## config.mk

```make
export PLATFORM = sky130hd
export DESIGN_NAME = chtd_ctrl
export DESIGN_NICKNAME = d
export VERILOG_FILES = /design/src/rtl/core/chtd_pkg.sv /design/src/rtl/core/chtd_ctrl.sv
export SDC_FILE = /design/constraint.sdc
export NUM_CORES = 1
export LEC_CHECK = 0
export ABC_AREA = 1
export BUFFER_PORTS_ARGS = -buffer_cell sky130_fd_sc_hd__buf_4
export CORE_AREA = 2 2 40 42
export DETAILED_ROUTE_END_ITERATION = 16
export DIE_AREA = 0 0 42 44
export GPL_TIMING_DRIVEN = 0
export PLACE_DENSITY = 0.67
export SLEW_MARGIN = 15
export SYNTH_ARGS = -nofsm -noshare
export SYNTH_HDL_FRONTEND = slang
export SYNTH_SLANG_ARGS = --single-unit
```

## constraint.sdc

```tcl
create_clock -name clock -period 1.2 [get_ports clock]
set_input_delay 0.06 -clock clock [delete_from_list [all_inputs] [get_ports clock]]
set_output_delay 0.06 -clock clock [all_outputs]
set_load 0.05 [all_outputs]
```

## src/rtl/core/chtd_pkg.sv

```systemverilog
//------------------------------------------------------------------------------
// chtd_pkg
// Shared types and constants of the canonical huffman table decoder.
//------------------------------------------------------------------------------
`default_nettype none

package chtd_pkg;

   localparam int MAX_CODE_LENGTH_DEF = 12;
   localparam int ALPHABET_SIZE_DEF   = 256;

   localparam logic [1:0] MODE_LOAD_COUNT  = 2'd0;
   localparam logic [1:0] MODE_LOAD_SYMBOL = 2'd1;
   localparam logic [1:0] MODE_START       = 2'd2;
   localparam logic [1:0] MODE_DATA        = 2'd3;

   typedef enum logic [2:0] {
      S_IDLE,
      S_CLEAR,
      S_LEN,
      S_CODE,
      S_FILL,
      S_LOOK,
      S_EVAL,
      S_FLUSH
   } state_type;

   typedef struct packed {
      logic load_count;
      logic load_symbol;
      logic start_frame;
      logic take_word;
      logic clear_write;
      logic len_begin;
      logic len_next;
      logic code_begin;
      logic fill_write;
      logic code_next;
      logic eval_emit;
      logic flush;
   } cmd_type;

   typedef struct packed {
      logic stopped;
      logic clear_last;
      logic len_over;
      logic cnt_zero;
      logic fill_last;
      logic code_full;
      logic cnt_done;
      logic short_buffer;
      logic terminal;
      logic hold_valid;
      logic out_free;
   } status_type;

endpackage

`default_nettype wire

```

## src/rtl/core/chtd_ctrl.sv

```systemverilog
//------------------------------------------------------------------------------
// chtd_ctrl
// Controller: sequences loads, table build and per-byte decode steps.
//------------------------------------------------------------------------------
`default_nettype none

module chtd_ctrl (
   input  wire logic                 clock,
   input  wire logic                 reset,
   input  wire logic                 req_valid,
   output logic                      req_ready,
   input  wire logic [1:0]           req_mode,
   input  wire chtd_pkg::status_type status,
   output chtd_pkg::cmd_type         cmd
);
   import chtd_pkg::*;

   state_type state_ff;
   state_type state_in;

   always_ff @(posedge clock) begin
      if (reset) begin
         state_ff <= S_IDLE;
      end else begin
         state_ff <= state_in;
      end
   end

   always_comb begin
      state_in  = state_ff;
      cmd       = '0;
      req_ready = (state_ff == S_IDLE);
      case (state_ff)
         S_IDLE: begin
            if (req_valid) begin
               case (req_mode)
                  MODE_LOAD_COUNT: begin
                     cmd.load_count = 1'b1;
                  end
                  MODE_LOAD_SYMBOL: begin
                     cmd.load_symbol = 1'b1;
                  end
                  MODE_START: begin
                     cmd.start_frame = 1'b1;
                     state_in        = S_CLEAR;
                  end
                  MODE_DATA: begin
                     if (!status.stopped) begin
                        cmd.take_word = 1'b1;
                        state_in      = S_LOOK;
                     end
                  end
                  default: begin
                  end
               endcase
            end
         end
         S_CLEAR: begin
            cmd.clear_write = 1'b1;
            if (status.clear_last) begin
               state_in = S_LEN;
            end
         end
         S_LEN: begin
            if (status.len_over) begin
               state_in = S_IDLE;
            end else if (status.cnt_zero) begin
               cmd.len_next = 1'b1;
            end else begin
               cmd.len_begin = 1'b1;
               state_in      = S_CODE;
            end
         end
         S_CODE: begin
            cmd.code_begin = 1'b1;
            state_in       = S_FILL;
         end
         S_FILL: begin
            cmd.fill_write = 1'b1;
            if (status.fill_last) begin
               cmd.code_next = 1'b1;
               if (status.code_full) begin
                  state_in = S_IDLE;
               end else if (status.cnt_done) begin
                  cmd.len_next = 1'b1;
                  state_in     = S_LEN;
               end else begin
                  state_in = S_CODE;
               end
            end
         end
         S_LOOK: begin
            state_in = S_EVAL;
         end
         S_EVAL: begin
            if (status.short_buffer) begin
               state_in = status.hold_valid ? S_FLUSH : S_IDLE;
            end else if (!status.hold_valid || status.out_free) begin
               cmd.eval_emit = 1'b1;
               state_in      = status.terminal ? S_FLUSH : S_LOOK;
            end
         end
         S_FLUSH: begin
            if (status.out_free) begin
               cmd.flush = 1'b1;
               state_in  = S_IDLE;
            end
         end
         default: begin
            state_in = S_IDLE;
         end
      endcase
   end

endmodule

`default_nettype wire

```

# Yosys cells after proc, flatten, opt, wreduce, memory -nomap -nowiden

Index checks and enable logic that the tools add are counted.

Bits in registers: 3
Bits of input ports: 16

Eq/ne operators: 18
Mux-type cells: 39
Reduce and logical (&&, ||, !) cells: 5

Operators with widths:

| kind                                          | count |
|---|---|
| two-way mux 3 bit                             | 11 |
| one-hot mux 3 bit (8 select lines)            | 1 |
| two-way mux 1 bit                             | 20 |
| == test 3 bit, second input constant          | 4 |
| != test 3 bit, second input constant          | 3 |
| two-way mux 4 bit                             | 2 |
| != test 2 bit, second input constant          | 4 |
| AND reduction 8 bit                           | 1 |
| == test 3 x 2 -> 1 bit, second input constant | 2 |
| two-way mux 2 bit                             | 3 |
| one-hot mux 3 bit (2 select lines)            | 1 |
| == test 2 bit, second input constant          | 2 |
| == test 3 x 1 -> 1 bit, second input constant | 1 |
| logical NOT 3 bit                             | 1 |
| != test 3 x 1 -> 1 bit, second input constant | 1 |
| == test 2 x 1 -> 1 bit, second input constant | 1 |
| logical NOT 2 bit                             | 1 |
| one-hot mux 1 bit (2 select lines)            | 1 |
| logical NOT 1 bit                             | 1 |
| logical OR 1 bit                              | 1 |

# Logic depth before layout (Yosys ltp)

Depth after elaboration: 5
Depth in mapped cells: 9
Mapped depth without buffers: 9

# Least setup slack after synthesis

No wires, ideal clock.

Kind: register to output
Start: register state_ff[0]
End: output cmd[10] (netlist bit)
Data arrival time: 2.620 ns
Data required time: 1.140 ns
Path slack: -1.480 ns
Stages on the path, launching flop included: 6
Path buffers: 0
Path through: dfxtp_1 inv_2 nand2_4 nor2_2 inv_2 nor4_1

RTL lines:

| what                     | RTL line        | RTL |
|---|---|---|
| start: declaration       | chtd_ctrl.sv:18 | `state_type state_ff;` |
| start signal: assignment | chtd_ctrl.sv:25 | `state_ff <= state_in;` |
| end: declaration         | chtd_ctrl.sv:14 | `output chtd_pkg::cmd_type cmd` |

==> flow_metrics.env <==
export IMPL_cts_buffers_inserted=3
export IMPL_hold_path_class="in -> reg"
export IMPL_htreeDepth=1
export IMPL_fin_skew_ps=2.75
export IMPL_cp_end_kind="output port"
export IMPL_cts_tree="yes"
export IMPL_diodes=0
export IMPL_hpwlAfterDp_um=1200
export IMPL_critical_path_max_fanout=5
export IMPL_core_area_um2=1420
export IMPL_fin_crit_sh=1.09
export IMPL_die_width_um=42
export IMPL_p_sw_mw=1.28
export IMPL_grt_pass1_wl_um=2700
export IMPL_setup_slack_ps=-110
export IMPL_max_cap_viol_count=0
export IMPL_instances_no_fill=148
export IMPL_status="finished with violations"
export IMPL_initial_core_util=0.332
export IMPL_power_frac_comb=0.805
export IMPL_area_growth_pct=118
export IMPL_antenna_found_initial=0
export IMPL_setup_viol=12
export IMPL_cp_start_kind="flip-flop"
export IMPL_max_freq_ghz=0.763
export IMPL_die_area_um2=1850
export IMPL_fin_nets=149
export IMPL_syn_cell_area_um2=470
export IMPL_drive_gt1_frac=0.561
export IMPL_synth_seq_cells=3
export IMPL_peakVddDrop_uv=1850
export IMPL_grt_overflow_total=0
export IMPL_wl_per_cell_um=11.7
export IMPL_p_per_area_nw_per_um2=2230
export IMPL_required_ps=1140
export IMPL_finalCriticalPeriod_ps=1310
export IMPL_root_buffer="clkbuf_4"
export IMPL_dieHeight_um=44
export IMPL_ant_nets=0
export IMPL_place_inst=135
export IMPL_worst_pin_slew_ps=222
export IMPL_clk_latency_ps=230
export IMPL_relSlewSlack=0.851
export IMPL_via_per_inst=5.07
export IMPL_nFillCells=104
export IMPL_ys_types=17
export IMPL_hold_viol=0
export IMPL_regMostFlops="state_ff"
export IMPL_worstPathArrival_ps=1250
export IMPL_top_regs="state_ff: 3 flops"
export IMPL_slew_violations=0
export IMPL_violations="negative setup slack"
export IMPL_final_setup_tns_ps=-750
export IMPL_sw_frac_of_total=0.560
export IMPL_clock_path_buffers=2
export IMPL_rsz0062_at_grt="true"
export IMPL_grt_pass1_vias=689
export IMPL_vias=751
export IMPL_path_class="reg -> out"
export IMPL_syn_area_per_cell_um2=5.17
export IMPL_clock_sinks=3
export IMPL_power_frac_clock=0.074
export IMPL_drtIter0Drc=7
export IMPL_p_leak_nw=0.525
export IMPL_intPower_mw=1.00
export IMPL_pin_count=29
export IMPL_grt_max_degree=11
export IMPL_grtUsageTotal=0.184
export IMPL_syn_inst=91
export IMPL_io_buffers=28
export IMPL_seq_area_frac_synth=0.128
export IMPL_gp_congestion=0.791
export IMPL_final_cell_mix="buf_4, inv_1, nand2_1, nor2_1"
export IMPL_drc=0
export IMPL_path_clk_slew_ps=30
export IMPL_p_seq_frac=0.121
export IMPL_largest_reg_flops=3
export IMPL_num_rows=14
export IMPL_dp_slack_ps=-170
export IMPL_wirelength_um=1730
export IMPL_first_pass_iters=4
export IMPL_yosys_warnings=0
export IMPL_mostFrequentLayoutCell="buf_4"
export IMPL_synth_net_count=107
-- worst max-delay path, stage by stage, from the launching register on --
cell and delay, ps:
dfxtp_4 350, inv_4 70, nand2_4 60, nor2_4 110, inv_4 80, nor4_4 160, buf_6 190
-- synth_stat cells --
cell | count | share of area
a21oi_1 | 1 | 0.011
dfxtp_1 | 3 | 0.13
inv_1 | 16 | 0.13
inv_2 | 5 | 0.040
nand2_1 | 14 | 0.11
nand2_2 | 1 | 0.013
nand2_4 | 1 | 0.024
nand3_1 | 14 | 0.15
nand3_2 | 3 | 0.064
nand3b_1 | 1 | 0.016
nand4_1 | 2 | 0.027
nor2_1 | 19 | 0.15
nor2_2 | 2 | 0.027
nor3_1 | 2 | 0.021
nor4_1 | 4 | 0.053
o21ai_0 | 1 | 0.011
or2_2 | 2 | 0.027
-- cell type report --
class	count	area (µm²)	share of cell area
Sequential cell	3	71.3	0.0695
Inverter	21	93.8	0.0915
Tap cell	16	20.0	0.0195
Clock buffer	4	26.3	0.0256
Multi-Input combinational cell	67	485	0.473
Timing Repair Buffer	37	329	0.321
-- path summary, 6_finish.rpt --
| path | from | end | slack [ps] | depth (start not counted) |
|---|---|---|---|---|
| setup / recovery | state_ff[0] | cmd[10] | -110 | 6 |
| hold / removal | status[4] | state_ff[0] | 260 | 6 |
| setup reg to reg | state_ff[0] | state_ff[0] | -70 | 11 |
| hold reg to reg | state_ff[0] | state_ff[0] | 680 | 3 |
-- layer usage --
layer / part of all wire / routed length (µm) / GRT usage
met5: 0 / 0 / 0
met3: 0.059 / 102 / 0.0500
met2: 0.58 / 1000 / 0.375
met4: 0.0058 / 10 / 0.0258
met1: 0.36 / 617 / 0.190
-- repair_timing --
action	in CTS	in global routing
pin swaps	4	5
setup buffers	6	2
gates resized for setup	15	19
endpoints found under the hold margin	1	0
hold buffers	1	0
setup endpoints to repair	16	15
-- per-stage QoR --
| stage | hold slack (ps) | power [mW] | area, µm² | util |
|---|---|---|---|---|
| 6_report | 256 | 2.28 | 1030 | 0.723 |
| 5_1_grt | 296 | 2.44 | 1030 | 0.723 |
| 4_1_cts | 252 | 1.99 | 931 | 0.656 |
| 3_5_place_dp | 223 | 1.60 | 800 | 0.563 |
| 3_3_place_gp | 221 | 1.59 | 800 | 0.563 |
| 2_1_floorplan | 125 | 1.27 | 569 | - |
-- power groups by stage --
| stage | logic (mW) | clock network (mW) | registers (mW) |
|---|---|---|---|
| finish | 1.84 | 0.169 | 0.277 |
| global route | 1.97 | 0.188 | 0.284 |
| CTS | 1.56 | 0.178 | 0.255 |
| detailed placement | 1.34 | 0 | 0.259 |
| global placement | 1.33 | 0 | 0.261 |
| floorplan | 1.04 | 0 | 0.235 |
-- logic make-up after synthesis --
logic type | share of synthesized area
AO/OA/AOI/OAI | 0.0213
buffers and inverters | 0.168
AND/OR/NAND/NOR | 0.684
flip-flops | 0.128
No activity file was read; power rests on OpenSTA's default activity.
